### src/hdl/pfre_pkg.sv
`timescale 1ns / 1ps
// Shared types, register indexes and the victim ordering rule for the
// page frame replacement engine. No dependencies.
package pfre_pkg;

  localparam int RESIDENT_SLOTS_DEF = 4;
  localparam int FRAME_BITS_DEF     = 8;
  localparam int PAGE_BITS_DEF      = 20;

  localparam int STAMP_BITS        = 32;
  localparam int USES_BITS         = 16;
  localparam int FRAME_COUNT_RESET = 256;

  localparam logic [USES_BITS-1:0] USES_MAX = '1;

  localparam int CFG_INDEX_BITS = 2;
  localparam int CFG_DATA_BITS  = 9;

  localparam logic [CFG_INDEX_BITS-1:0] REG_POLICY_MODE = 2'd0;
  localparam logic [CFG_INDEX_BITS-1:0] REG_FRAME_COUNT = 2'd1;

  typedef enum logic [1:0] {
    POL_FIFO = 2'd0,
    POL_LRU  = 2'd1,
    POL_LFU  = 2'd2,
    POL_MFU  = 2'd3
  } policy_t;

  typedef struct packed {
    logic clear;
    logic start;
    logic commit_hit;
    logic commit_miss;
  } slot_cmd_t;

  typedef struct packed {
    logic done;
    logic hit;
    logic full;
  } slot_stat_t;

  typedef struct packed {
    logic reload;
    logic pop;
    logic push;
  } fl_cmd_t;

  // True when candidate a is a better victim than the current pick b.
  function automatic logic beats(
    input policy_t                mode,
    input logic [USES_BITS-1:0]   uses_a,
    input logic [STAMP_BITS-1:0]  age_a,
    input logic [USES_BITS-1:0]   uses_b,
    input logic [STAMP_BITS-1:0]  age_b
  );
    logic r;
    case (mode)
      POL_LFU: r = (uses_a != uses_b) ? (uses_a < uses_b) : (age_a > age_b);
      POL_MFU: r = (uses_a != uses_b) ? (uses_a > uses_b) : (age_a < age_b);
      default: r = age_a > age_b;
    endcase
    return r;
  endfunction

endpackage

### src/hdl/pfre_free_list.sv
`timescale 1ns / 1ps
// Free frame FIFO: circular memory with head, fill and a push mark that
// stands in for the initial frame numbering. Depends on pfre_pkg.
module pfre_free_list #(
  parameter int FRAME_BITS = pfre_pkg::FRAME_BITS_DEF
) (
  input  logic                  clk,
  input  logic                  rst,
  input  pfre_pkg::fl_cmd_t     cmd,
  input  logic [FRAME_BITS:0]   reload_count,
  input  logic [FRAME_BITS-1:0] push_frame,
  output logic                  empty,
  output logic [FRAME_BITS-1:0] pop_frame
);
  import pfre_pkg::*;

  localparam int FREE_DEPTH  = 1 << FRAME_BITS;
  localparam int CNT_W       = FRAME_BITS + 1;
  localparam int RESET_COUNT = (FRAME_COUNT_RESET < FREE_DEPTH) ? FRAME_COUNT_RESET : FREE_DEPTH;

  logic [FRAME_BITS-1:0] mem [FREE_DEPTH];
  logic [FRAME_BITS-1:0] rd_q;
  logic [FRAME_BITS-1:0] head;
  logic [CNT_W-1:0]      fill;
  logic [CNT_W-1:0]      pushes;
  logic [CNT_W-1:0]      count;
  logic [FRAME_BITS-1:0] tail;
  logic [FRAME_BITS-1:0] offset;
  logic                  written;

  assign tail    = head + fill[FRAME_BITS-1:0];
  assign offset  = head - count[FRAME_BITS-1:0];
  // entries not yet overwritten since reload still hold their own index
  assign written = pushes > {1'b0, offset};
  assign pop_frame = written ? rd_q : head;
  assign empty   = fill == '0;

  always_ff @(posedge clk) begin
    if (cmd.push) begin
      mem[tail] <= push_frame;
    end
    rd_q <= mem[head];
  end

  always_ff @(posedge clk) begin
    if (rst) begin
      head   <= '0;
      fill   <= CNT_W'(RESET_COUNT);
      count  <= CNT_W'(RESET_COUNT);
      pushes <= '0;
    end else if (cmd.reload) begin
      head   <= '0;
      fill   <= reload_count;
      count  <= reload_count;
      pushes <= '0;
    end else begin
      if (cmd.pop) begin
        head <= head + 1'b1;
      end
      if (cmd.pop && !cmd.push) begin
        fill <= fill - 1'b1;
      end else if (cmd.push && !cmd.pop) begin
        fill <= fill + 1'b1;
      end
      if (cmd.push && pushes != CNT_W'(FREE_DEPTH)) begin
        pushes <= pushes + 1'b1;
      end
    end
  end

endmodule

### src/hdl/pfre_slot_table.sv
`timescale 1ns / 1ps
// Resident slot memory with a one-slot-per-cycle scan for hit, first empty
// slot and victim, plus the write-back of the access. Depends on pfre_pkg.
module pfre_slot_table #(
  parameter int RESIDENT_SLOTS = pfre_pkg::RESIDENT_SLOTS_DEF,
  parameter int FRAME_BITS     = pfre_pkg::FRAME_BITS_DEF,
  parameter int PAGE_BITS      = pfre_pkg::PAGE_BITS_DEF
) (
  input  logic                            clk,
  input  logic                            rst,
  input  pfre_pkg::slot_cmd_t             cmd,
  input  pfre_pkg::policy_t               mode,
  input  logic [PAGE_BITS-1:0]            page,
  input  logic [pfre_pkg::STAMP_BITS-1:0] now,
  input  logic [FRAME_BITS-1:0]           new_frame,
  output pfre_pkg::slot_stat_t            stat,
  output logic [FRAME_BITS-1:0]           hit_frame,
  output logic [FRAME_BITS-1:0]           vic_frame,
  output logic [PAGE_BITS-1:0]            vic_page
);
  import pfre_pkg::*;

  localparam int SLOT_W = (RESIDENT_SLOTS > 1) ? $clog2(RESIDENT_SLOTS) : 1;
  localparam logic [SLOT_W-1:0] LAST = SLOT_W'(RESIDENT_SLOTS - 1);

  typedef struct packed {
    logic [PAGE_BITS-1:0]  page;
    logic [FRAME_BITS-1:0] frame;
    logic [USES_BITS-1:0]  uses;
    logic [STAMP_BITS-1:0] stamp;
  } entry_t;

  entry_t                    mem [RESIDENT_SLOTS];
  entry_t                    rd_q;
  entry_t                    wr_entry;
  logic [RESIDENT_SLOTS-1:0] valid;
  logic                      scanning;
  logic [SLOT_W-1:0]         eval_idx;
  logic [SLOT_W-1:0]         rd_addr;
  logic [SLOT_W-1:0]         wr_idx;
  logic                      wr_en;
  logic                      last;
  logic                      cur_valid;
  logic                      cur_hit;
  logic                      take_vic;
  logic [STAMP_BITS-1:0]     age;
  logic                      hit_found;
  logic [SLOT_W-1:0]         hit_idx;
  logic [USES_BITS-1:0]      hit_uses;
  logic [STAMP_BITS-1:0]     hit_stamp;
  logic [USES_BITS-1:0]      uses_bump;
  logic                      empty_found;
  logic [SLOT_W-1:0]         empty_idx;
  logic [SLOT_W-1:0]         vic_idx;
  logic [USES_BITS-1:0]      vic_uses;
  logic [STAMP_BITS-1:0]     vic_age;

  assign last      = eval_idx == LAST;
  assign cur_valid = valid[eval_idx];
  assign cur_hit   = cur_valid && (rd_q.page == page);
  assign age       = now - rd_q.stamp;
  assign take_vic  = (eval_idx == '0) || beats(mode, rd_q.uses, age, vic_uses, vic_age);
  assign uses_bump = (hit_uses == USES_MAX) ? hit_uses : hit_uses + 1'b1;

  assign stat.done = scanning && last;
  assign stat.hit  = hit_found;
  assign stat.full = !empty_found;

  always_comb begin
    if (!scanning) begin
      rd_addr = '0;
    end else if (last) begin
      rd_addr = eval_idx;
    end else begin
      rd_addr = eval_idx + 1'b1;
    end
  end

  always_comb begin
    wr_en = cmd.commit_hit || cmd.commit_miss;
    if (cmd.commit_hit) begin
      wr_idx         = hit_idx;
      wr_entry.page  = page;
      wr_entry.frame = hit_frame;
      wr_entry.uses  = uses_bump;
      wr_entry.stamp = (mode == POL_FIFO) ? hit_stamp : now;
    end else begin
      wr_idx         = empty_found ? empty_idx : vic_idx;
      wr_entry.page  = page;
      wr_entry.frame = new_frame;
      wr_entry.uses  = '0;
      wr_entry.stamp = now;
    end
  end

  always_ff @(posedge clk) begin
    if (wr_en) begin
      mem[wr_idx] <= wr_entry;
    end
    rd_q <= mem[rd_addr];
  end

  always_ff @(posedge clk) begin
    if (rst) begin
      valid       <= '0;
      scanning    <= 1'b0;
      eval_idx    <= '0;
      hit_found   <= 1'b0;
      empty_found <= 1'b0;
    end else begin
      if (cmd.clear) begin
        valid <= '0;
      end else if (cmd.commit_miss) begin
        valid[wr_idx] <= 1'b1;
      end
      if (cmd.start) begin
        scanning    <= 1'b1;
        eval_idx    <= '0;
        hit_found   <= 1'b0;
        empty_found <= 1'b0;
      end else if (scanning) begin
        if (cur_hit) begin
          hit_found <= 1'b1;
        end
        if (!cur_valid) begin
          empty_found <= 1'b1;
        end
        if (last) begin
          scanning <= 1'b0;
        end else begin
          eval_idx <= eval_idx + 1'b1;
        end
      end
    end
  end

  always_ff @(posedge clk) begin
    if (scanning) begin
      if (cur_hit && !hit_found) begin
        hit_idx   <= eval_idx;
        hit_frame <= rd_q.frame;
        hit_uses  <= rd_q.uses;
        hit_stamp <= rd_q.stamp;
      end
      if (!cur_valid && !empty_found) begin
        empty_idx <= eval_idx;
      end
      if (take_vic) begin
        vic_idx   <= eval_idx;
        vic_uses  <= rd_q.uses;
        vic_age   <= age;
        vic_frame <= rd_q.frame;
        vic_page  <= rd_q.page;
      end
    end
  end

endmodule

### src/hdl/page_frame_replacement_engine.sv
`timescale 1ns / 1ps
// Page frame replacement engine: access sequencer, configuration registers
// and result registers. Depends on pfre_pkg, pfre_slot_table, pfre_free_list.
//
// Usage:
//   Access channel: an access transfer happens when start is high and busy is
//   low; virtual_page is sampled then. busy stays high while it is processed.
//   Result: done pulses for one cycle with hit, accepted, mapped_frame and
//   the eviction fields. The receiver cannot stall; each result is taken in
//   its cycle.
//   Timing: the slot memory is scanned one slot per cycle through its single
//   read port; busy covers the scan state and the finish state, and done
//   rises as busy falls. A new access can be taken in the cycle done is high,
//   so accesses are processed one at a time.
//   Configuration: cfg_ready is always high; index 0 selects the victim rule,
//   index 1 loads the frame count, which reloads the free list, empties all
//   slots and clears the access clock. Write only while busy is low.
//   Reset: rule FIFO, frame count 256 (capped at the frame space), all slots
//   empty, free list holding frames in order. No clearing pass is needed.
module page_frame_replacement_engine #(
  parameter int RESIDENT_SLOTS = pfre_pkg::RESIDENT_SLOTS_DEF,
  parameter int FRAME_BITS     = pfre_pkg::FRAME_BITS_DEF,
  parameter int PAGE_BITS      = pfre_pkg::PAGE_BITS_DEF
) (
  input  logic                                clk,
  input  logic                                rst,
  input  logic                                start,
  output logic                                busy,
  input  logic [PAGE_BITS-1:0]                virtual_page,
  output logic                                done,
  output logic                                hit,
  output logic                                accepted,
  output logic [FRAME_BITS-1:0]               mapped_frame,
  output logic                                evicted_valid,
  output logic [FRAME_BITS-1:0]               evicted_frame,
  output logic [PAGE_BITS-1:0]                evicted_page,
  input  logic                                cfg_valid,
  output logic                                cfg_ready,
  input  logic [pfre_pkg::CFG_INDEX_BITS-1:0] cfg_index,
  input  logic [pfre_pkg::CFG_DATA_BITS-1:0]  cfg_data
);
  import pfre_pkg::*;

  localparam int FREE_DEPTH = 1 << FRAME_BITS;
  localparam int CNT_W      = FRAME_BITS + 1;
  localparam int CMP_W      = (CFG_DATA_BITS > CNT_W) ? CFG_DATA_BITS : CNT_W;

  typedef enum logic [2:0] {
    ST_IDLE   = 3'b001,
    ST_SCAN   = 3'b010,
    ST_FINISH = 3'b100
  } state_t;

  state_t                state;
  state_t                state_next;
  policy_t               mode;
  logic [STAMP_BITS-1:0] access_clock;
  logic [PAGE_BITS-1:0]  page_q;
  logic                  take;
  logic                  reg_wr;
  logic                  mode_we;
  logic                  reload;
  logic [CMP_W-1:0]      cnt_wide;
  logic [CNT_W-1:0]      count_new;
  slot_cmd_t             slot_cmd;
  slot_stat_t            slot_stat;
  fl_cmd_t               fl_cmd;
  logic                  fl_empty;
  logic [FRAME_BITS-1:0] pop_frame;
  logic [FRAME_BITS-1:0] hit_frame;
  logic [FRAME_BITS-1:0] vic_frame;
  logic [PAGE_BITS-1:0]  vic_page;
  logic                  finish;
  logic                  miss_ok;
  logic                  evict;

  assign busy      = state != ST_IDLE;
  assign take      = start && (state == ST_IDLE);
  assign cfg_ready = 1'b1;
  assign reg_wr    = cfg_valid && cfg_ready;

  always_comb begin
    mode_we = 1'b0;
    reload  = 1'b0;
    if (reg_wr) begin
      unique case (cfg_index)
        REG_POLICY_MODE: mode_we = 1'b1;
        REG_FRAME_COUNT: reload  = 1'b1;
        default: ;
      endcase
    end
  end

  assign cnt_wide  = CMP_W'(cfg_data);
  assign count_new = (cnt_wide > CMP_W'(FREE_DEPTH)) ? CNT_W'(FREE_DEPTH) : CNT_W'(cnt_wide);

  assign finish  = state == ST_FINISH;
  assign miss_ok = finish && !slot_stat.hit && !fl_empty;
  assign evict   = miss_ok && slot_stat.full;

  assign slot_cmd.clear       = reload;
  assign slot_cmd.start       = take;
  assign slot_cmd.commit_hit  = finish && slot_stat.hit;
  assign slot_cmd.commit_miss = miss_ok;

  assign fl_cmd.reload = reload;
  assign fl_cmd.pop    = miss_ok;
  assign fl_cmd.push   = evict;

  always_comb begin
    state_next = state;
    unique case (state)
      ST_IDLE:   if (start) state_next = ST_SCAN;
      ST_SCAN:   if (slot_stat.done) state_next = ST_FINISH;
      ST_FINISH: state_next = ST_IDLE;
      default:   state_next = ST_IDLE;
    endcase
  end

  always_ff @(posedge clk) begin
    if (rst) begin
      state        <= ST_IDLE;
      mode         <= POL_FIFO;
      access_clock <= '0;
      done         <= 1'b0;
    end else begin
      state <= state_next;
      done  <= finish;
      if (mode_we) begin
        mode <= policy_t'(cfg_data[1:0]);
      end
      if (reload) begin
        access_clock <= '0;
      end else if (take) begin
        access_clock <= access_clock + 1'b1;
      end
    end
  end

  always_ff @(posedge clk) begin
    if (take) begin
      page_q <= virtual_page;
    end
    if (finish) begin
      hit           <= slot_stat.hit;
      accepted      <= slot_stat.hit || !fl_empty;
      mapped_frame  <= slot_stat.hit ? hit_frame : (miss_ok ? pop_frame : '0);
      evicted_valid <= evict;
      evicted_frame <= evict ? vic_frame : '0;
      evicted_page  <= evict ? vic_page : '0;
    end
  end

  pfre_slot_table #(
    .RESIDENT_SLOTS(RESIDENT_SLOTS),
    .FRAME_BITS    (FRAME_BITS),
    .PAGE_BITS     (PAGE_BITS)
  ) u_slots (
    .clk      (clk),
    .rst      (rst),
    .cmd      (slot_cmd),
    .mode     (mode),
    .page     (page_q),
    .now      (access_clock),
    .new_frame(pop_frame),
    .stat     (slot_stat),
    .hit_frame(hit_frame),
    .vic_frame(vic_frame),
    .vic_page (vic_page)
  );

  pfre_free_list #(
    .FRAME_BITS(FRAME_BITS)
  ) u_free (
    .clk         (clk),
    .rst         (rst),
    .cmd         (fl_cmd),
    .reload_count(count_new),
    .push_frame  (vic_frame),
    .empty       (fl_empty),
    .pop_frame   (pop_frame)
  );

`ifndef SYNTHESIS
  a_done_after_finish: assert property (@(posedge clk) disable iff (rst)
    done |-> $past(state == ST_FINISH))
    else $error("result strobe without a finishing access");

  a_evict_only_on_miss: assert property (@(posedge clk) disable iff (rst)
    (done && evicted_valid) |-> (accepted && !hit))
    else $error("eviction reported on a hit or refused access");

  a_scan_done_in_scan: assert property (@(posedge clk) disable iff (rst)
    slot_stat.done |-> (state == ST_SCAN))
    else $error("slot scan completed outside the scan state");

  a_take_sets_busy: assert property (@(posedge clk) disable iff (rst)
    (start && !busy) |=> busy)
    else $error("access transfer did not raise busy");
`endif

endmodule

### config.mk
export PLATFORM = sky130hd
export DESIGN_NAME = page_frame_replacement_engine
export DESIGN_NICKNAME = d
export VERILOG_FILES = /design/src/hdl/pfre_pkg.sv /design/src/hdl/pfre_free_list.sv /design/src/hdl/pfre_slot_table.sv /design/src/hdl/page_frame_replacement_engine.sv
export SDC_FILE = /design/constraint.sdc
export NUM_CORES = 2
export LEC_CHECK = 0
export BUFFER_PORTS_ARGS = -buffer_cell sky130_fd_sc_hd__buf_2
export CAP_MARGIN = 20
export CORE_MARGIN = 5
export CORE_UTILIZATION = 45
export DETAILED_ROUTE_END_ITERATION = 16
export GPL_ROUTABILITY_DRIVEN = 0
export PLACE_DENSITY = 0.62
export SETUP_SLACK_MARGIN = 0.4
export SYNTH_ARGS = -nofsm -noshare
export SYNTH_HDL_FRONTEND = slang
export SYNTH_HIERARCHICAL = 1
export SYNTH_SLANG_ARGS = --single-unit
### constraint.sdc
create_clock -name clk -period 14.6 [get_ports clk]
set_input_delay 0.73 -clock clk [delete_from_list [all_inputs] [get_ports clk]]
set_output_delay 0.73 -clock clk [all_outputs]
set_load 0.02 [all_outputs]
==> metrics <==
crit end category register; first-pass detailed-route iteration total 6; Gate power share 2.2%; Vias 56130; Final Max Tran Viols 0; HP Class in -> reg; vias per inst 5.951; data arrival time of the critical path 6.63 ns; first-pass GRT wire length 394.1 mm; placeable core area 0.2383 mm2; io pins 77; max_slew headroom 17.06%; clk slew on worst S/H paths 0.06 ns; MaxCap Viol Count 0; share of cells above drive strength 1 19.98%; root buffer cell clkbuf_16; commonest non-fill, non-tap cell in the layout edfxtp_1; TritonCTS Buffers 295; row cnt 179; asr flop ratio synth 0%; Final Critical Period 6.105 ns; final cycle utilization of the critical path 41.82%; Max Clk Rate 163.8 MHz; Reg2Reg Depth 21; Post-Syn Instances 5833; Buffers on Ports 75; final worst slack 8.495 ns; flop2flop setup slack 8.49 ns; initial antenna violation count 6; Worst Skew 0.08442 ns; CTS H-Tree Depth 5; post-DP HPWL 161.5 mm; critical path launch point type register; vias in the first global route 55640; final core utilization 50.86%; grt ovf 0; drt total wl 272.0 mm; final non-filler cell area 0.1212 mm2; Fin Setup TNS 0 ns; Tot Pwr 15.96 mW; RSZ-0062 raised after global routing false; Req. time, crit path 15.12 ns; syn_area_per_cell 18.51 um2; Initial Util 45.32%; largest net degree at the start of global routing 119; Crit Path Max Fanout 66; clock share of power 44.1%; Worst Setup Path Type reg -> reg; Longest Clk Path Bufs 4; CTS tree built; Post-Syn Nets 5985; hold path depth 3; P&R area growth vs syn 12.23%; Synth Flop Type edfxtp_1; nets@finish 6196; Worst-Skew Late Latency 0.92 ns; post-CTS setup buffers 0; Seq pwr share 53.8%; mapped cell area 0.1080 mm2; Die Span Y 499.9 um; status finished, final reports clean; FF+latch count, synth 2714; Post-synth EDFFs 2549; DRC violations left 0; Die W 499.9 um; Int Power 12.76 mW; DRT antenna net count 0; total track usage 21.47%; Final Hold Vio Count 0; dpl ws 8.051 ns; Switching Share 20.07%; area post-placement 0.1118 mm2; commonest non-fill, non-tap cells in the layout edfxtp_1 (2549), mux4_2 (501), nor2_1 (391); Distinct cells, synth 91; P per Cell Area 131.7 mW/mm2; YS warnings 6; die area 0.2499 mm2; slew of the pin with the lowest slew margin 1.241 ns; DRT iter0 DRCs 6105; peak supply drop 0.1296 mV; Switch Pwr 3.203 mW; sequential-to-total area share from yosys stat 73.94%; drt wl/cell 28.84 um; Leak 37.77 nW; clock sink count 2714; # setup viols final 0
[synth_stat cells (27+ instances only)]
library cell | count | area, um2
a21o_1 | 38 | 285.3
a21oi_1 | 133 | 665.6
a221oi_1 | 29 | 254.0
a22oi_1 | 47 | 352.8
and3_1 | 41 | 256.5
buf_1 | 33 | 123.9
buf_2 | 59 | 295.3
buf_4 | 31 | 232.7
clkbuf_1 | 146 | 548.0
dfxtp_1 | 165 | 3303
edfxtp_1 | 2549 | 76540
ha_1 | 113 | 1414
inv_1 | 121 | 454.2
mux2_2 | 118 | 1329
mux2i_1 | 246 | 2462
mux4_2 | 501 | 11280
nand2_1 | 253 | 949.7
nand3_1 | 48 | 240.2
nand4_1 | 36 | 225.2
nor2_1 | 399 | 1498
nor2b_1 | 29 | 181.4
nor3_1 | 33 | 165.2
o21ai_0 | 159 | 795.8
o221ai_1 | 38 | 332.8
o22ai_1 | 27 | 168.9
xnor2_1 | 67 | 586.8
xor2_1 | 37 | 324.1
[cell families (layout without fill, tap and decap cells)]
kind of cell / count (synthesis) / in the layout / share of synthesized area, %
adder cells (fa/ha/maj): 117 / 117 / 1.383
AO/OA/AOI/OAI: 643 / 643 / 3.951
XOR/XNOR: 104 / 104 / 0.8435
other: 1 / 8 / 0.003473
flip-flops: 2714 / 2714 / 73.94
buffers and inverters: 424 / 848 / 1.849
multiplexers: 865 / 865 / 13.96
AND/OR/NAND/NOR: 965 / 965 / 4.071
[state kept, by name, summed over array words and instances (netlist names), 9 cells and up]
signal             flops
access_clock          32
page_q                20
u_slots/vic_page      20
evicted_page          20
u_slots/hit_uses      16
u_free/pushes          9
u_slots/vic_age       32
u_free/mem          2048
u_free/fill            9
u_slots/mem          304
u_slots/rd_q          76
u_slots/vic_uses      16
u_slots/hit_stamp     32
[worst max-delay path: stages, from the launching register on]
cell and delay [ns]:
dfxtp_1 0.36, inv_1 0.09, ha_1 0.17, inv_1 0.06
fa_1 0.43, a211oi_2 0.25, o21ai_1 0.14, a211oi_2 0.48
nor4b_2 0.15, o31ai_4 0.39, nor2_2 0.07, a311o_1 0.36
ha_1 0.31, nand4_1 0.15, nor3_1 0.33, inv_1 0.08
o32a_1 0.19, a21oi_1 0.16, a211oi_1 0.07, o211ai_1 0.38
buf_4 0.27, buf_4 0.75
[stage by stage]
| step | hold WS (ns) | instances |
|---|---|---|
| 6_report | 0.1219 | 9431 |
| 2_1_floorplan | 0.4037 | 5833 |
| 3_3_place_gp | 0.4148 | 8884 |
| 4_1_cts | 0.03724 | 9418 |
| 3_5_place_dp | 0.4152 | 8888 |
| 5_1_grt | 0.1092 | 9429 |
[routing by layer]
layer	vias to the layer above	wire length [um]	global-route usage [%]
met3	386	26810	5.640
met5	-	0	0
met1	29410	113500	30.87
li1	23840	-	-
met2	2483	125100	32.88
met4	0	6645	5.640
[power groups by stage]
stage / Clock, mW / Sequential, mW / Combinational [mW]
floorplan: 0 / 8.81 / 0.153
global placement: 0 / 8.75 / 0.324
detailed placement: 0 / 8.75 / 0.337
CTS: 7.17 / 8.58 / 0.343
global route: 7.50 / 8.58 / 0.376
finish: 7.03 / 8.58 / 0.344
[cell type report]
type / count / area (um2)
Antenna cell: 7 / 17.52
Clock buffer: 364 / 7986
Clock inverter: 146 / 1051
Fill cell: 19050 / 117100
Inverter: 127 / 481.7
Multi-Input combinational cell: 2695 / 26220
Sequential cell: 2714 / 79880
Tap cell: 3167 / 3963
Timing Repair Buffer: 211 / 1603
[final timing paths]
kind,start,end
setup / recovery,access_clock[0]$_SDFFE_PP0P_,u_slots/vic_page[0]$_DFFE_PP_
hold / removal,cfg_data[1],mode[1]$_SDFFE_PP0P_
setup reg to reg,access_clock[0]$_SDFFE_PP0P_,u_slots/vic_page[0]$_DFFE_PP_
hold reg to reg,u_slots/rd_q[19]$_DFF_P_,u_slots/hit_stamp[19]$_DFFE_PP_
[timing repair]
item / 4_1_cts / 5_1_grt
gates resized for setup: 0 / 0
hold endpoints to repair: 20 / 0
hold buffers: 20 / 0
setup endpoints to repair: 0 / 0
No activity file was read; power rests on OpenSTA's default activity.
